## src/design/icw_pkg.sv

```systemverilog
// Shared types, sizes and codes for the inductor weighted calibration block.
// Used by every module under design/; depends on nothing.
package icw_pkg;

    // Block configuration.
    localparam int WINDOW_SAMPLES = 128;
    localparam int ADC_BITS       = 12;

    // Fixed algorithm constants.
    localparam int MIN_SAMPLES    = 20;
    localparam int MAX_SESSIONS   = 5;
    localparam int SEED_WEIGHT    = 50;

    // Field widths fixed by the interface.
    localparam int CAL_W  = 12;
    localparam int SESS_W = 3;
    localparam int CMD_W  = 1;

    // Derived datapath widths.
    localparam int ADC_MAX = (2 ** ADC_BITS) - 1;
    localparam int CAL_MAX = (2 ** CAL_W) - 1;
    localparam int CNT_W   = $clog2(WINDOW_SAMPLES + 1);
    localparam int ESUM_W  = $clog2(2 * ADC_MAX * WINDOW_SAMPLES + 1);
    localparam int MSUM_W  = $clog2(ADC_MAX * WINDOW_SAMPLES + 1);
    localparam int W_W     = $clog2(SEED_WEIGHT + MAX_SESSIONS * WINDOW_SAMPLES + 1);
    localparam int TOT_W   = $clog2(CAL_MAX * SEED_WEIGHT
                                    + MAX_SESSIONS * ADC_MAX * WINDOW_SAMPLES + 1);
    localparam int PROD_W  = ADC_BITS + CNT_W;

    // Shared divider: dividend is the widest total, divisor the weight.
    localparam int DIV_NW  = TOT_W;
    localparam int DIV_DW  = W_W;

    // Stream and register port sizes.
    localparam int S_DW    = 40;
    localparam int M_DW    = 32;
    localparam int CFG_AW  = 3;
    localparam int CFG_DW  = 32;

    // Input command codes.
    localparam logic [CMD_W-1:0] CMD_SAMPLE = 1'b0;
    localparam logic [CMD_W-1:0] CMD_FINISH = 1'b1;

    // Register indexes, decoded from paddr[2].
    localparam logic REG_EDGE_CAL_INIT = 1'b0;
    localparam logic REG_MID_CAL_INIT  = 1'b1;

    typedef enum logic [3:0] {
        ST_IDLE,
        ST_SEED,
        ST_CHECK,
        ST_DIV_START,
        ST_DIV_WAIT,
        ST_MUL,
        ST_ACC,
        ST_CLEAR,
        ST_REPORT
    } t_state;

    typedef enum logic [1:0] {
        DIV_EDGE_AVG,
        DIV_MID_AVG,
        DIV_EDGE_CAL,
        DIV_MID_CAL
    } t_div_sel;

    // Controller to datapath commands.
    typedef struct packed {
        logic     acc;
        logic     seed;
        logic     div_start;
        t_div_sel div_sel;
        logic     lat_q;
        logic     bump;
        logic     mul;
        logic     accum;
        logic     clear;
    } t_dp_cmd;

    // Datapath to controller and top-level status.
    typedef struct packed {
        logic              win_full;
        logic              tot_zero;
        logic              qualify;
        logic              div_done;
        logic [CAL_W-1:0]  edge_val;
        logic [CAL_W-1:0]  mid_val;
        logic [SESS_W-1:0] sess;
    } t_dp_sts;

    // Controller to top-level handshake control.
    typedef struct packed {
        logic ready;
        logic load;
        logic upd;
    } t_ctl_sts;

    // Register write as seen by the datapath.
    typedef struct packed {
        logic             wr;
        logic [CAL_W-1:0] edge_init;
        logic [CAL_W-1:0] mid_init;
    } t_cfg_wr;

endpackage

```

## src/design/inductor_weighted_calibration.sv

```systemverilog
// Top level of the inductor weighted calibration block: stream ports,
// register port and output register. Depends on icw_pkg, icw_ctrl, icw_dp.
//
// Usage. Each input beat carries one left, right and middle inductor ADC
// reading and a command in tuser: a sample command adds the readings to
// the running session, a finish command ends the session. A sample command
// that arrives with the window of WINDOW_SAMPLES samples already full also
// ends the session, and its readings are dropped. Every input beat yields
// exactly one output beat with the current edge and middle calibration
// values, the number of sessions that have updated them, and in tuser a
// flag that is set when this beat ended a session that updated them.
// A sample beat's result is loaded into the output register from the report
// state that follows acceptance, and the next beat is taken back in idle. A
// session end passes the seed and check states; one that updates then runs
// four divisions through one shared restoring divider, one quotient bit per
// cycle over 22 bits, before the clear and report states; one that does not
// update goes from the check state straight to clear and report.
// The result sits in an output register, so a new beat is accepted while
// the previous result still waits; the block then holds that beat's result
// internally and stops taking input until the receiver frees the register.
// Reset clears all sums, totals and both registers, sets the weight to 50
// and the calibration values to zero. The two initial calibration values
// are written over the register port at byte addresses 0 and 4 while idle.
module inductor_weighted_calibration
    import icw_pkg::*;
(
    input  logic              i_clk,
    input  logic              i_rst_n,
    // Input stream.
    input  logic              i_s_tvalid,
    output logic              o_s_tready,
    // tdata: left_adc [11:0], right_adc [23:12], middle_adc [35:24], zeros.
    input  logic [S_DW-1:0]   i_s_tdata,
    // tuser: cmd [0].
    input  logic [CMD_W-1:0]  i_s_tuser,
    // Result stream.
    output logic              o_m_tvalid,
    input  logic              i_m_tready,
    // tdata: edge_cal [11:0], mid_cal [23:12], sessions_used [26:24], zeros.
    output logic [M_DW-1:0]   o_m_tdata,
    // tuser: updated [0].
    output logic              o_m_tuser,
    // Register port.
    input  logic              psel,
    input  logic              penable,
    input  logic              pwrite,
    input  logic [CFG_AW-1:0] paddr,
    input  logic [CFG_DW-1:0] pwdata,
    output logic [CFG_DW-1:0] prdata,
    output logic              pready
);

    logic [CAL_W-1:0]  r_edge_init, n_edge_init;
    logic [CAL_W-1:0]  r_mid_init, n_mid_init;
    logic              r_m_valid;
    logic [CAL_W-1:0]  r_m_edge;
    logic [CAL_W-1:0]  r_m_mid;
    logic [SESS_W-1:0] r_m_sess;
    logic              r_m_upd;

    logic              w_cfg_wr;
    logic              w_accept;
    logic              w_out_free;
    t_cfg_wr           w_cfg;
    t_dp_cmd           w_cmd;
    t_dp_sts           w_sts;
    t_ctl_sts          w_ctl;

    // Register port: writes complete in the access phase, no wait states.
    assign pready   = 1'b1;
    assign w_cfg_wr = psel && penable && pwrite && pready;

    always_comb begin
        n_edge_init = r_edge_init;
        n_mid_init  = r_mid_init;
        if (w_cfg_wr) begin
            unique case (paddr[2])
                REG_EDGE_CAL_INIT: n_edge_init = pwdata[CAL_W-1:0];
                default:           n_mid_init  = pwdata[CAL_W-1:0];
            endcase
        end
    end

    always_comb begin
        unique case (paddr[2])
            REG_EDGE_CAL_INIT: prdata = CFG_DW'(r_edge_init);
            default:           prdata = CFG_DW'(r_mid_init);
        endcase
    end

    always_ff @(posedge i_clk) begin
        if (!i_rst_n) begin
            r_edge_init <= '0;
            r_mid_init  <= '0;
        end else begin
            r_edge_init <= n_edge_init;
            r_mid_init  <= n_mid_init;
        end
    end

    // The datapath sees the register values as they stand after the write.
    assign w_cfg.wr        = w_cfg_wr;
    assign w_cfg.edge_init = n_edge_init;
    assign w_cfg.mid_init  = n_mid_init;

    // Input side: the controller takes a beat whenever it is idle.
    assign o_s_tready = w_ctl.ready;
    assign w_accept   = i_s_tvalid && o_s_tready;

    // The output register can take a new result when empty or draining.
    assign w_out_free = !r_m_valid || i_m_tready;

    icw_ctrl u_ctrl (
        .i_clk      (i_clk),
        .i_rst_n    (i_rst_n),
        .i_accept   (w_accept),
        .i_cmd      (i_s_tuser),
        .i_out_free (w_out_free),
        .i_sts      (w_sts),
        .o_cmd      (w_cmd),
        .o_ctl      (w_ctl)
    );

    icw_dp u_dp (
        .i_clk    (i_clk),
        .i_rst_n  (i_rst_n),
        .i_cmd    (w_cmd),
        .i_cfg    (w_cfg),
        .i_left   (i_s_tdata[ADC_BITS-1:0]),
        .i_right  (i_s_tdata[CAL_W+ADC_BITS-1:CAL_W]),
        .i_middle (i_s_tdata[2*CAL_W+ADC_BITS-1:2*CAL_W]),
        .o_sts    (w_sts)
    );

    // Output register, loaded when the controller reports a finished beat.
    always_ff @(posedge i_clk) begin
        if (!i_rst_n) begin
            r_m_valid <= 1'b0;
        end else if (w_ctl.load) begin
            r_m_valid <= 1'b1;
        end else if (i_m_tready) begin
            r_m_valid <= 1'b0;
        end
    end

    always_ff @(posedge i_clk) begin
        if (w_ctl.load) begin
            r_m_edge <= w_sts.edge_val;
            r_m_mid  <= w_sts.mid_val;
            r_m_sess <= w_sts.sess;
            r_m_upd  <= w_ctl.upd;
        end
    end

    assign o_m_tvalid = r_m_valid;
    assign o_m_tdata  = {(M_DW - 2 * CAL_W - SESS_W)'(0), r_m_sess, r_m_mid, r_m_edge};
    assign o_m_tuser  = r_m_upd;

endmodule

```

## src/design/icw_div.sv

```systemverilog
// Restoring divider, one quotient bit per cycle.
// Depends on icw_pkg for the dividend and divisor widths.
module icw_div
    import icw_pkg::*;
(
    input  logic              i_clk,
    input  logic              i_rst_n,
    input  logic              i_start,
    input  logic [DIV_NW-1:0] i_dividend,
    input  logic [DIV_DW-1:0] i_divisor,
    output logic              o_done,
    output logic [DIV_NW-1:0] o_quotient
);

    localparam int STEP_W = $clog2(DIV_NW);

    logic              r_busy;
    logic              r_done;
    logic [STEP_W-1:0] r_step;
    logic [DIV_DW-1:0] r_rem;
    logic [DIV_NW-1:0] r_quo;
    logic [DIV_DW-1:0] r_dsr;

    logic [DIV_DW:0]   w_shift;
    logic [DIV_DW:0]   w_diff;
    logic              w_ge;

    assign w_shift = {r_rem, r_quo[DIV_NW-1]};
    assign w_diff  = w_shift - {1'b0, r_dsr};
    assign w_ge    = (w_shift >= {1'b0, r_dsr});

    always_ff @(posedge i_clk) begin
        if (!i_rst_n) begin
            r_busy <= 1'b0;
            r_done <= 1'b0;
            r_step <= '0;
        end else begin
            r_done <= 1'b0;
            if (i_start) begin
                r_busy <= 1'b1;
                r_step <= '0;
            end else if (r_busy) begin
                if (r_step == STEP_W'(DIV_NW - 1)) begin
                    r_busy <= 1'b0;
                    r_done <= 1'b1;
                end
                r_step <= r_step + 1'b1;
            end
        end
    end

    always_ff @(posedge i_clk) begin
        if (i_start) begin
            r_rem <= '0;
            r_quo <= i_dividend;
            r_dsr <= i_divisor;
        end else if (r_busy) begin
            r_rem <= w_ge ? w_diff[DIV_DW-1:0] : w_shift[DIV_DW-1:0];
            r_quo <= {r_quo[DIV_NW-2:0], w_ge};
        end
    end

    assign o_done     = r_done;
    assign o_quotient = r_quo;

endmodule

```

## src/design/icw_dp.sv

```systemverilog
// Datapath: session sums, weighted totals, weight and calibration values,
// with the shared divider. Depends on icw_pkg and icw_div.
module icw_dp
    import icw_pkg::*;
(
    input  logic                i_clk,
    input  logic                i_rst_n,
    input  t_dp_cmd             i_cmd,
    input  t_cfg_wr             i_cfg,
    input  logic [ADC_BITS-1:0] i_left,
    input  logic [ADC_BITS-1:0] i_right,
    input  logic [ADC_BITS-1:0] i_middle,
    output t_dp_sts             o_sts
);

    logic [CNT_W-1:0]    r_count;
    logic [ESUM_W-1:0]   r_esum;
    logic [MSUM_W-1:0]   r_msum;
    logic [SESS_W-1:0]   r_sess;
    logic [TOT_W-1:0]    r_wet;
    logic [TOT_W-1:0]    r_wmt;
    logic [W_W-1:0]      r_weight;
    logic [CAL_W-1:0]    r_ev;
    logic [CAL_W-1:0]    r_mv;
    logic [ADC_BITS-1:0] r_eavg;
    logic [ADC_BITS-1:0] r_mavg;
    logic [PROD_W-1:0]   r_eprod;
    logic [PROD_W-1:0]   r_mprod;

    logic [CAL_W+W_W-1:0] w_seed_e;
    logic [CAL_W+W_W-1:0] w_seed_m;
    logic [PROD_W-1:0]    w_eprod;
    logic [PROD_W-1:0]    w_mprod;
    logic [DIV_NW-1:0]    w_dividend;
    logic [DIV_DW-1:0]    w_divisor;
    logic                 w_div_done;
    logic [DIV_NW-1:0]    w_quo;

    assign w_seed_e = (CAL_W + W_W)'(r_ev) * (CAL_W + W_W)'(r_weight);
    assign w_seed_m = (CAL_W + W_W)'(r_mv) * (CAL_W + W_W)'(r_weight);
    assign w_eprod  = PROD_W'(r_eavg) * PROD_W'(r_count);
    assign w_mprod  = PROD_W'(r_mavg) * PROD_W'(r_count);

    always_comb begin
        unique case (i_cmd.div_sel)
            DIV_EDGE_AVG: begin
                w_dividend = DIV_NW'(r_esum);
                w_divisor  = DIV_DW'(r_count);
            end
            DIV_MID_AVG: begin
                w_dividend = DIV_NW'(r_msum);
                w_divisor  = DIV_DW'(r_count);
            end
            DIV_EDGE_CAL: begin
                w_dividend = r_wet;
                w_divisor  = r_weight;
            end
            default: begin
                w_dividend = r_wmt;
                w_divisor  = r_weight;
            end
        endcase
    end

    icw_div u_div (
        .i_clk      (i_clk),
        .i_rst_n    (i_rst_n),
        .i_start    (i_cmd.div_start),
        .i_dividend (w_dividend),
        .i_divisor  (w_divisor),
        .o_done     (w_div_done),
        .o_quotient (w_quo)
    );

    // Architectural state.
    always_ff @(posedge i_clk) begin
        if (!i_rst_n) begin
            r_count  <= '0;
            r_esum   <= '0;
            r_msum   <= '0;
            r_sess   <= '0;
            r_wet    <= '0;
            r_wmt    <= '0;
            r_weight <= W_W'(SEED_WEIGHT);
            r_ev     <= '0;
            r_mv     <= '0;
        end else begin
            if (i_cfg.wr && (r_sess == '0)) begin
                r_ev  <= i_cfg.edge_init;
                r_mv  <= i_cfg.mid_init;
                r_wet <= '0;
                r_wmt <= '0;
            end
            if (i_cmd.acc) begin
                r_count <= r_count + 1'b1;
                r_esum  <= r_esum + ESUM_W'(i_left) + ESUM_W'(i_right);
                r_msum  <= r_msum + MSUM_W'(i_middle);
            end
            if (i_cmd.seed) begin
                r_wet <= TOT_W'(w_seed_e);
                r_wmt <= TOT_W'(w_seed_m);
            end
            if (i_cmd.accum) begin
                r_wet    <= r_wet + TOT_W'(r_eprod);
                r_wmt    <= r_wmt + TOT_W'(r_mprod);
                r_weight <= r_weight + W_W'(r_count);
            end
            if (i_cmd.lat_q && (i_cmd.div_sel == DIV_EDGE_CAL)) begin
                r_ev <= w_quo[CAL_W-1:0];
            end
            if (i_cmd.lat_q && (i_cmd.div_sel == DIV_MID_CAL)) begin
                r_mv <= w_quo[CAL_W-1:0];
            end
            if (i_cmd.bump) begin
                r_sess <= r_sess + 1'b1;
            end
            if (i_cmd.clear) begin
                r_count <= '0;
                r_esum  <= '0;
                r_msum  <= '0;
            end
        end
    end

    // Intermediate averages and products of one session end.
    always_ff @(posedge i_clk) begin
        if (i_cmd.lat_q && (i_cmd.div_sel == DIV_EDGE_AVG)) begin
            r_eavg <= w_quo[ADC_BITS:1];
        end
        if (i_cmd.lat_q && (i_cmd.div_sel == DIV_MID_AVG)) begin
            r_mavg <= w_quo[ADC_BITS-1:0];
        end
        if (i_cmd.mul) begin
            r_eprod <= w_eprod;
            r_mprod <= w_mprod;
        end
    end

    assign o_sts.win_full = (r_count == CNT_W'(WINDOW_SAMPLES));
    assign o_sts.tot_zero = (r_wet == '0) && (r_wmt == '0);
    assign o_sts.qualify  = (r_count > CNT_W'(MIN_SAMPLES))
                         && (r_sess < SESS_W'(MAX_SESSIONS));
    assign o_sts.div_done = w_div_done;
    assign o_sts.edge_val = r_ev;
    assign o_sts.mid_val  = r_mv;
    assign o_sts.sess     = r_sess;

endmodule

```

## src/design/icw_ctrl.sv

```systemverilog
// Controller state machine: sequences sample accumulation and the session
// end steps over the datapath. Depends on icw_pkg.
module icw_ctrl
    import icw_pkg::*;
(
    input  logic             i_clk,
    input  logic             i_rst_n,
    input  logic             i_accept,
    input  logic [CMD_W-1:0] i_cmd,
    input  logic             i_out_free,
    input  t_dp_sts          i_sts,
    output t_dp_cmd          o_cmd,
    output t_ctl_sts         o_ctl
);

    t_state   r_state, n_state;
    t_div_sel r_div_sel, n_div_sel;
    logic     r_upd, n_upd;
    logic     w_sample;

    assign w_sample = (i_cmd == CMD_SAMPLE) && !i_sts.win_full;

    always_ff @(posedge i_clk) begin
        if (!i_rst_n) begin
            r_state   <= ST_IDLE;
            r_div_sel <= DIV_EDGE_AVG;
            r_upd     <= 1'b0;
        end else begin
            r_state   <= n_state;
            r_div_sel <= n_div_sel;
            r_upd     <= n_upd;
        end
    end

    always_comb begin
        n_state   = r_state;
        n_div_sel = r_div_sel;
        n_upd     = r_upd;
        unique case (r_state)
            ST_IDLE: begin
                if (i_accept) begin
                    n_upd   = 1'b0;
                    n_state = w_sample ? ST_REPORT : ST_SEED;
                end
            end
            ST_SEED: begin
                n_state = ST_CHECK;
            end
            ST_CHECK: begin
                if (i_sts.qualify) begin
                    n_div_sel = DIV_EDGE_AVG;
                    n_state   = ST_DIV_START;
                end else begin
                    n_state = ST_CLEAR;
                end
            end
            ST_DIV_START: begin
                n_state = ST_DIV_WAIT;
            end
            ST_DIV_WAIT: begin
                if (i_sts.div_done) begin
                    unique case (r_div_sel)
                        DIV_EDGE_AVG: begin
                            n_div_sel = DIV_MID_AVG;
                            n_state   = ST_DIV_START;
                        end
                        DIV_MID_AVG: begin
                            n_state = ST_MUL;
                        end
                        DIV_EDGE_CAL: begin
                            n_div_sel = DIV_MID_CAL;
                            n_state   = ST_DIV_START;
                        end
                        default: begin
                            n_upd   = 1'b1;
                            n_state = ST_CLEAR;
                        end
                    endcase
                end
            end
            ST_MUL: begin
                n_state = ST_ACC;
            end
            ST_ACC: begin
                n_div_sel = DIV_EDGE_CAL;
                n_state   = ST_DIV_START;
            end
            ST_CLEAR: begin
                n_state = ST_REPORT;
            end
            ST_REPORT: begin
                if (i_out_free) begin
                    n_state = ST_IDLE;
                end
            end
            default: begin
                n_state = ST_IDLE;
            end
        endcase
    end

    always_comb begin
        o_cmd         = '0;
        o_cmd.div_sel = r_div_sel;
        o_ctl         = '0;
        o_ctl.upd     = r_upd;
        unique case (r_state)
            ST_IDLE: begin
                o_ctl.ready = 1'b1;
                o_cmd.acc   = i_accept && w_sample;
            end
            ST_SEED: begin
                o_cmd.seed = i_sts.tot_zero;
            end
            ST_DIV_START: begin
                o_cmd.div_start = 1'b1;
            end
            ST_DIV_WAIT: begin
                o_cmd.lat_q = i_sts.div_done;
                o_cmd.bump  = i_sts.div_done && (r_div_sel == DIV_MID_CAL);
            end
            ST_MUL: begin
                o_cmd.mul = 1'b1;
            end
            ST_ACC: begin
                o_cmd.accum = 1'b1;
            end
            ST_CLEAR: begin
                o_cmd.clear = 1'b1;
            end
            ST_REPORT: begin
                o_ctl.load = i_out_free;
            end
            default: begin
                o_cmd.clear = 1'b0;
            end
        endcase
    end

endmodule

```

## config.mk

```make
export PLATFORM = sky130hd
export DESIGN_NAME = inductor_weighted_calibration
export DESIGN_NICKNAME = d
export VERILOG_FILES = /design/src/design/icw_pkg.sv /design/src/design/inductor_weighted_calibration.sv /design/src/design/icw_div.sv /design/src/design/icw_dp.sv /design/src/design/icw_ctrl.sv
export SDC_FILE = /design/constraint.sdc
export NUM_CORES = 2
export LEC_CHECK = 0
export ABC_AREA = 1
export BUFFER_PORTS_ARGS = -buffer_cell sky130_fd_sc_hd__clkbuf_2
export CAP_MARGIN = 25
export CORE_ASPECT_RATIO = 0.8
export CORE_MARGIN = 10
export CORE_UTILIZATION = 45
export CTS_CLUSTER_SIZE = 12
export DETAILED_ROUTE_END_ITERATION = 8
export PLACE_DENSITY = 0.67
export SETUP_SLACK_MARGIN = 0.2
export SLEW_MARGIN = 20
export SYNTH_ARGS = -nofsm -noshare
export SYNTH_HDL_FRONTEND = slang
export SYNTH_SLANG_ARGS = --single-unit
```

## constraint.sdc

```tcl
create_clock -name i_clk -period 6.6 [get_ports i_clk]
set_clock_uncertainty 0.05 [all_clocks]
set_input_delay 0.99 -clock i_clk [delete_from_list [all_inputs] [get_ports i_clk]]
set_output_delay 0.99 -clock i_clk [all_outputs]
set_load 0.005 [all_outputs]
```

* Word level (Yosys, flattened, before mapping)
Cells that the tools add are included.
** Word-level totals
- Register bits :: 301
- Input bits :: 83
- Output and inout bits :: 68
- Logic and storage cells :: 155
** Operators by class
- Add/sub/neg operators :: 10
- $mul :: 4
- $lt $le $gt $ge :: 3
- Equality and inequality tests :: 19
- Muxes and demuxes :: 49
- Bitwise logic cells :: 3
- Reductions and logical operators :: 37
** Operators with widths (number)
- $mux W22 :: 7
- $mux W12 :: 9
- $pmux W22 S3 :: 1
- $add A22 B20 Y22 :: 2
- $logic_not A22 Y1 :: 2
- $mul A12 B10 Y22 :: 2
- $add A20 B12 Y20 :: 2
- $mul A12 B8 Y20 :: 2
- $pmux W4 S9 :: 1
- $add A19 B12 Y19 :: 1
- $mux W1 :: 17
- $eq A4 B3 Y1 const B :: 4
- $mux W4 :: 4
- $logic_and A1 B1 Y1 :: 13
- $ge A11 B10 Y1 :: 1
- $add A10 B8 Y10 :: 1
- $mux W10 :: 1
- $reduce_bool A2 Y1 :: 5
- $sub A10 B10 Y10 :: 1
- $add A8 B1 Y8 const B :: 1
- $eq A4 B2 Y1 const B :: 2
- $eq A8 B8 Y1 const B :: 1
- $gt A8 B5 Y1 const B :: 1
- $mux W8 :: 1
- other kinds (28) :: 43

* Logic depth before layout (Yosys ltp)
- Depth in word-level cells :: 6
- Gate-level depth with buffers :: 27
- Gate-level depth less buffers :: 25

* Hierarchy
Synthesis repeated with hierarchy kept, for this count alone.
** Unflattened totals
- Cell total of the unflattened synthesis :: 4673
- Area total of the unflattened synthesis :: 33164.3 µm²
** By module, submodules not included
- icw_dp :: instances 1, cells each 3956, area each 27451.3 µm², sequential area each 4484.3 µm²
- icw_div :: instances 1, cells each 319, area each 2631.3 µm², sequential area each 1301.2 µm²
- inductor_weighted_calibration :: instances 1, cells each 310, area each 2561.2 µm², sequential area each 1341.3 µm²
- icw_ctrl :: instances 1, cells each 88, area each 520.5 µm², sequential area each 140.1 µm²

* Worst setup path before layout
OpenSTA, ideal clock, no wires.
- Path kind :: register to register
- From :: reg u_dp.r_weight[3]
- To :: reg u_dp.r_wet[12]
- Library setup time :: 0.115 ns
- Data arrival time :: 4.949 ns
- Required time :: 6.435 ns
- Path slack :: 1.485 ns
- Stages on the path, launching flop included :: 22
- Buffers on the path :: 2
- Period minus slack after synthesis :: 5.115 ns
- Path through :: dfxtp_1 > clkbuf_1 > clkbuf_1 > nand2_1 > fa_1 > inv_1 > fa_1 > fa_1 > fa_1 > inv_1 > fa_1 > inv_1 > ha_1 > nand2_1 > inv_1 > a21oi_1 > nand3_1 > or2_2 > nand3_1 > nand2_1 > o21ai_0 > inv_1
** Between the ends
- Cells in the longest elaborated chain, start to end :: 3
** RTL lines
- from (decl) :: RTL line icw_dp.sv:22 : logic [W_W-1:0] r_weight;
- from (signal assigned) :: RTL line icw_dp.sv:84 : r_weight <= W_W'(SEED_WEIGHT);
- from (signal assigned) :: RTL line icw_dp.sv:106 : r_weight <= r_weight + W_W'(r_count);
- $mul A12 B10 Y22 :: RTL line icw_dp.sv:39 : assign w_seed_e = (CAL_W + W_W)'(r_ev) * (CAL_W + W_W)'(r_weight);
- $mux W22 :: RTL line icw_dp.sv:99 : if (i_cmd.seed) begin
- $mux W22 :: RTL line icw_dp.sv:103 : if (i_cmd.accum) begin
- to (signal assigned) :: RTL line icw_dp.sv:100 : r_wet <= TOT_W'(w_seed_e);
- to (signal assigned) :: RTL line icw_dp.sv:104 : r_wet <= r_wet + TOT_W'(r_eprod);
- to (decl) :: RTL line icw_dp.sv:20 : logic [TOT_W-1:0] r_wet;
Every way passes these cells.
A chain may end at the register's enable or synchronous reset.

* Worst setup path in the final report
- From :: reg u_dp.r_weight[2]
- To :: reg u_dp.r_wmt[12]
** Between the ends
- Cells in the longest elaborated chain, start to end :: 3
** RTL lines
- $mul A12 B10 Y22 :: RTL line icw_dp.sv:40 : assign w_seed_m = (CAL_W + W_W)'(r_mv) * (CAL_W + W_W)'(r_weight);
- $mux W22 :: RTL line icw_dp.sv:99
- $mux W22 :: RTL line icw_dp.sv:103
- to (signal assigned) :: RTL line icw_dp.sv:101 : r_wmt <= TOT_W'(w_seed_m);
- to (signal assigned) :: RTL line icw_dp.sv:105 : r_wmt <= r_wmt + TOT_W'(r_mprod);
- to (decl) :: RTL line icw_dp.sv:21 : logic [TOT_W-1:0] r_wmt;
Every way passes these cells.

==> metrics.md <==
| Metric | Value |
|---|---|
| Clock Latency Late Sink | `0.57 ns` |
| Post-CTS Resized | `0` |
| Post-synth EDFFs | `124` |
| RSZ-0062 raised after global routing | `no` |
| Met2 GRT Util | `35.70%` |
| Placement Setup Slack | `0.9864 ns` |
| Clk network pwr share | `36.7%` |
| Clock Path Buffers | `3` |
| Die extent in x | `322.2 um` |
| Max-slew headroom | `29.91%` |
| Sw Share | `33.68%` |
| Drt drc | `0` |
| Placed Instances | `5517` |
| Final wirelength | `97610 um` |
| Ys async rst share | `0%` |
| Gr busiest metal | `met2` |
| Clock root cell | `clkbuf_16` |
| Worst setup EP type | `register` |
| Die area | `84330 um^2` |
| Crit-path cells | `buf_4 -> nand2_1 -> fa_1 -> inv_1 -> fa_1 -> fa_1 -> fa_1 -> inv_1 -> fa_1 -> inv_1 -> ha_1 -> nand2_1 -> inv_1 -> a21oi_1 -> nand3_1 -> or2_2 -> nand3_1 -> nand3_1 -> nand2_1 -> inv_1` |
| Core area | `72230 um^2` |
| DRT antenna net count | `0` |
| Minimum clock period | `5.668 ns` |
| Mean Syn Cell Area | `7.147 um^2` |
| Aggregate negative setup slack | `0 ns` |
| Gr usage total | `23.30%` |
| Final setup viols | `0` |
| Syn Std Cell Area | `32870 um^2` |
| Largest net degree at the start of global routing | `48` |
| Max Cap Viol | `0` |
| WHS | `0.4254 ns` |
| Input/output buffers | `98` |
| Fmax achieved | `176.4 MHz` |
| Slowest-stage cell, CP | `dfxtp_1` |
| Gr ovfl total | `0` |
| CTS clk-pin slew, worst paths | `0.06 ns` |
| GPL Wtd Cong | `0.9907` |
| Initial DRC Count | `2654` |
| Crit path DAT | `6.09 ns` |
| Num Clock Sinks | `301` |
| Worst-Margin Slew | `1.050 ns` |
| Share of layout cells above drive strength 1 | `5.065%` |
| Final hold vios | `0` |
| Unique masters post-synth | `54` |
| Postcts setup bufs | `0` |
| First drt pass iteration count | `7` |
| Share of the synthesized area in the top cell type | `17.90%` |
| Slew Viols, Final | `0` |
| Final Cycle Share | `85.89%` |
| Syn Inst Count | `4600` |
| Post-route setup slack | `0.9315 ns` |
| Part of the power in registers | `40.4%` |
| Leakage | `19.64 nW` |
| Peak supply drop | `0.1764 mV` |
| Worst-path fanout max | `15` |
| Crit path largest cell delay | `0.77 ns` |
| HP Class | `register to register` |
| Synth area leaders | `fa_1 18%, nand2_1 15%, edfxtp_1 11%, inv_1 11%, dfxtp_1 11%` |
| Sw power | `1.803 mW` |
| Setup Crit Path Kind | `register to register` |
| Hold Buf Count CTS | `0` |
| Area leader, netlist | `fa_1` |
| Die extent in y | `261.8 um` |
| Crit path buf inv count | `6` |
| Area grow syn2layout | `7.182%` |
| First-pass GRT wire length | `155800 um` |
| Status | `finished, final reports clean` |
| Rows | `88` |
| Main synth FF type | `dfxtp_1` |
| Number of antenna repair diodes | `0` |
| Fin cells | `5585` |
| FF-to-FF setup slack | `0.93 ns` |
| CTS tree | `built` |
| Global Route met3 Usage | `5.381%` |
| CP delay by family, top | `adder cells` |
| Internal power | `3.550 mW` |
| Sequential share of the synthesized area | `22.11%` |
| Power density over cell area | `151.9 nW/um^2` |
| Via count | `29150` |
| Synth Warn # | `0` |
| IO Pins | `151` |
| CTS H-tree depth | `2` |
| Flops & latches, synth | `301` |
| Crit start category | `register` |
| Gate power share | `22.9%` |
| Avg Vias per Cell | `5.220` |
| TritonCTS buffer count | `36` |
| Vias in the first global route | `28110` |
| Initial antenna violation count | `2` |
| Nets | `5271` |
| DR WL/cell | `17.48 um` |
| Met1 GRT Util | `33.14%` |
| Initial Util | `45.51%` |
| DP Wirelength | `77970 um` |
| Required @ worst endpoint | `7.02 ns` |
cell usage in the layout (no fill, tap or decap), types with 4 or more instances in the layout:
master / n
a211oi_1: 8
a21o_1: 7
a21oi_1: 207
a221oi_1: 12
a31oi_1: 12
buf_4: 43
clkbuf_1: 11
clkbuf_16: 37
clkbuf_2: 98
clkinv_1: 6
clkinv_2: 9
conb_1: 26
dfxtp_1: 177
edfxtp_1: 124
fa_1: 294
ha_1: 282
inv_1: 975
inv_2: 4
mux2i_1: 15
nand2_1: 1309
nand3_1: 218
nand3b_1: 40
nand4_1: 33
nor2_1: 307
nor2_2: 6
nor3_1: 32
nor4_1: 6
o211ai_1: 16
o21ai_0: 149
o21ai_1: 7
o21bai_1: 12
o221ai_1: 17
o22ai_1: 13
or2_2: 17
xnor2_1: 36
xor2_1: 41
registers in the layout (all words and copies together) (netlist names), 4 cells and up:
signal	flops
u_dp.r_count	8
u_dp.u_div.r_dsr	10
r_m_edge	12
u_dp.r_weight	10
u_dp.r_wmt	22
u_dp.r_mv	12
u_dp.r_msum	19
u_dp.u_div.r_rem	10
u_dp.r_eprod	20
u_dp.r_wet	22
u_ctrl.r_state	4
u_dp.r_esum	20
r_mid_init	12
u_dp.u_div.o_quotient	22
u_dp.u_div.r_step	5
u_dp.r_ev	12
r_edge_init	12
u_dp.r_mavg	12
u_dp.r_eavg	12
u_dp.r_mprod	20
r_m_mid	12
routing by layer:
metal  up-vias  part of all wire [%]
met5         -                     0
met4         0                   2.2
met3       128                    11
met2      1151                    42
met1     13730                    45
li1      14140                     -
worst min-delay path: cells and delay by family, from the launching register on:
| kind | cells | cell delay, ns |
|---|---|---|
| DFF | 1 | 0.32 |
| and+or+nand+nor | 2 | 0.10 |
cell type report:
class                      count  area [um^2]
clock buffer                  49        980.9
fill                        7305        36990
sequential                   301         7267
inverter                     984         3696
timing repair buffer         144        883.3
tap                          945         1182
multi-input combinational   3145        21100
clock inverter                17        123.9
path summary, 6_finish.rpt:
check | from | endpoint | cells after the start
min | u_dp.u_div.r_rem[7] | u_dp.u_div.r_rem[7] | 2
min reg2reg | u_dp.u_div.r_rem[7] | u_dp.u_div.r_rem[7] | 2
max reg2reg | u_dp.r_weight[2] | u_dp.r_wmt[12] | 20
max | u_dp.r_weight[2] | u_dp.r_wmt[12] | 20
power by group through the flow:
stage	registers (mW)	logic [mW]	clock network, mW
floorplan	2.13	0.907	0
global placement	2.20	1.19	0
detailed placement	2.20	1.20	0
CTS	2.16	1.21	2.00
global route	2.17	1.39	2.07
finish	2.16	1.23	1.96
synth_stat cells, types with 7 or more instances:
cell / count
a211oi_1: 8
a21o_1: 7
a21oi_1: 207
a221oi_1: 12
a31oi_1: 12
buf_1: 16
buf_2: 23
buf_4: 29
clkbuf_1: 111
clkbuf_2: 11
dfxtp_1: 177
edfxtp_1: 124
fa_1: 294
ha_1: 282
inv_1: 975
mux2i_1: 15
nand2_1: 1309
nand3_1: 218
nand3b_1: 40
nand4_1: 33
nor2_1: 312
nor3_1: 32
o211ai_1: 16
o21ai_0: 149
o21ai_1: 7
o21bai_1: 12
o221ai_1: 17
o22ai_1: 13
or2_2: 17
xnor2_1: 36
xor2_1: 41
logic make-up after synthesis:
group | synth area share [%]
AO/OA/AOI/OAI | 7.981
other | 0.02284
adder cells (fa/ha/maj) | 28.64
flip-flops | 22.11
XOR/XNOR | 2.051
AND/OR/NAND/NOR | 24.71
buffers and inverters | 14.03
multiplexers | 0.4567
per-stage QoR:
step	power (mW)	area, um^2	util, %
after detailed placement	3.402	34090	47.20
final	5.354	35240	48.78
after CTS	5.366	35200	48.73
after floorplan	3.034	32960	-
after global routing	5.640	35240	48.78
after global placement	3.384	34050	47.14
No activity file was read; power rests on OpenSTA's default activity.
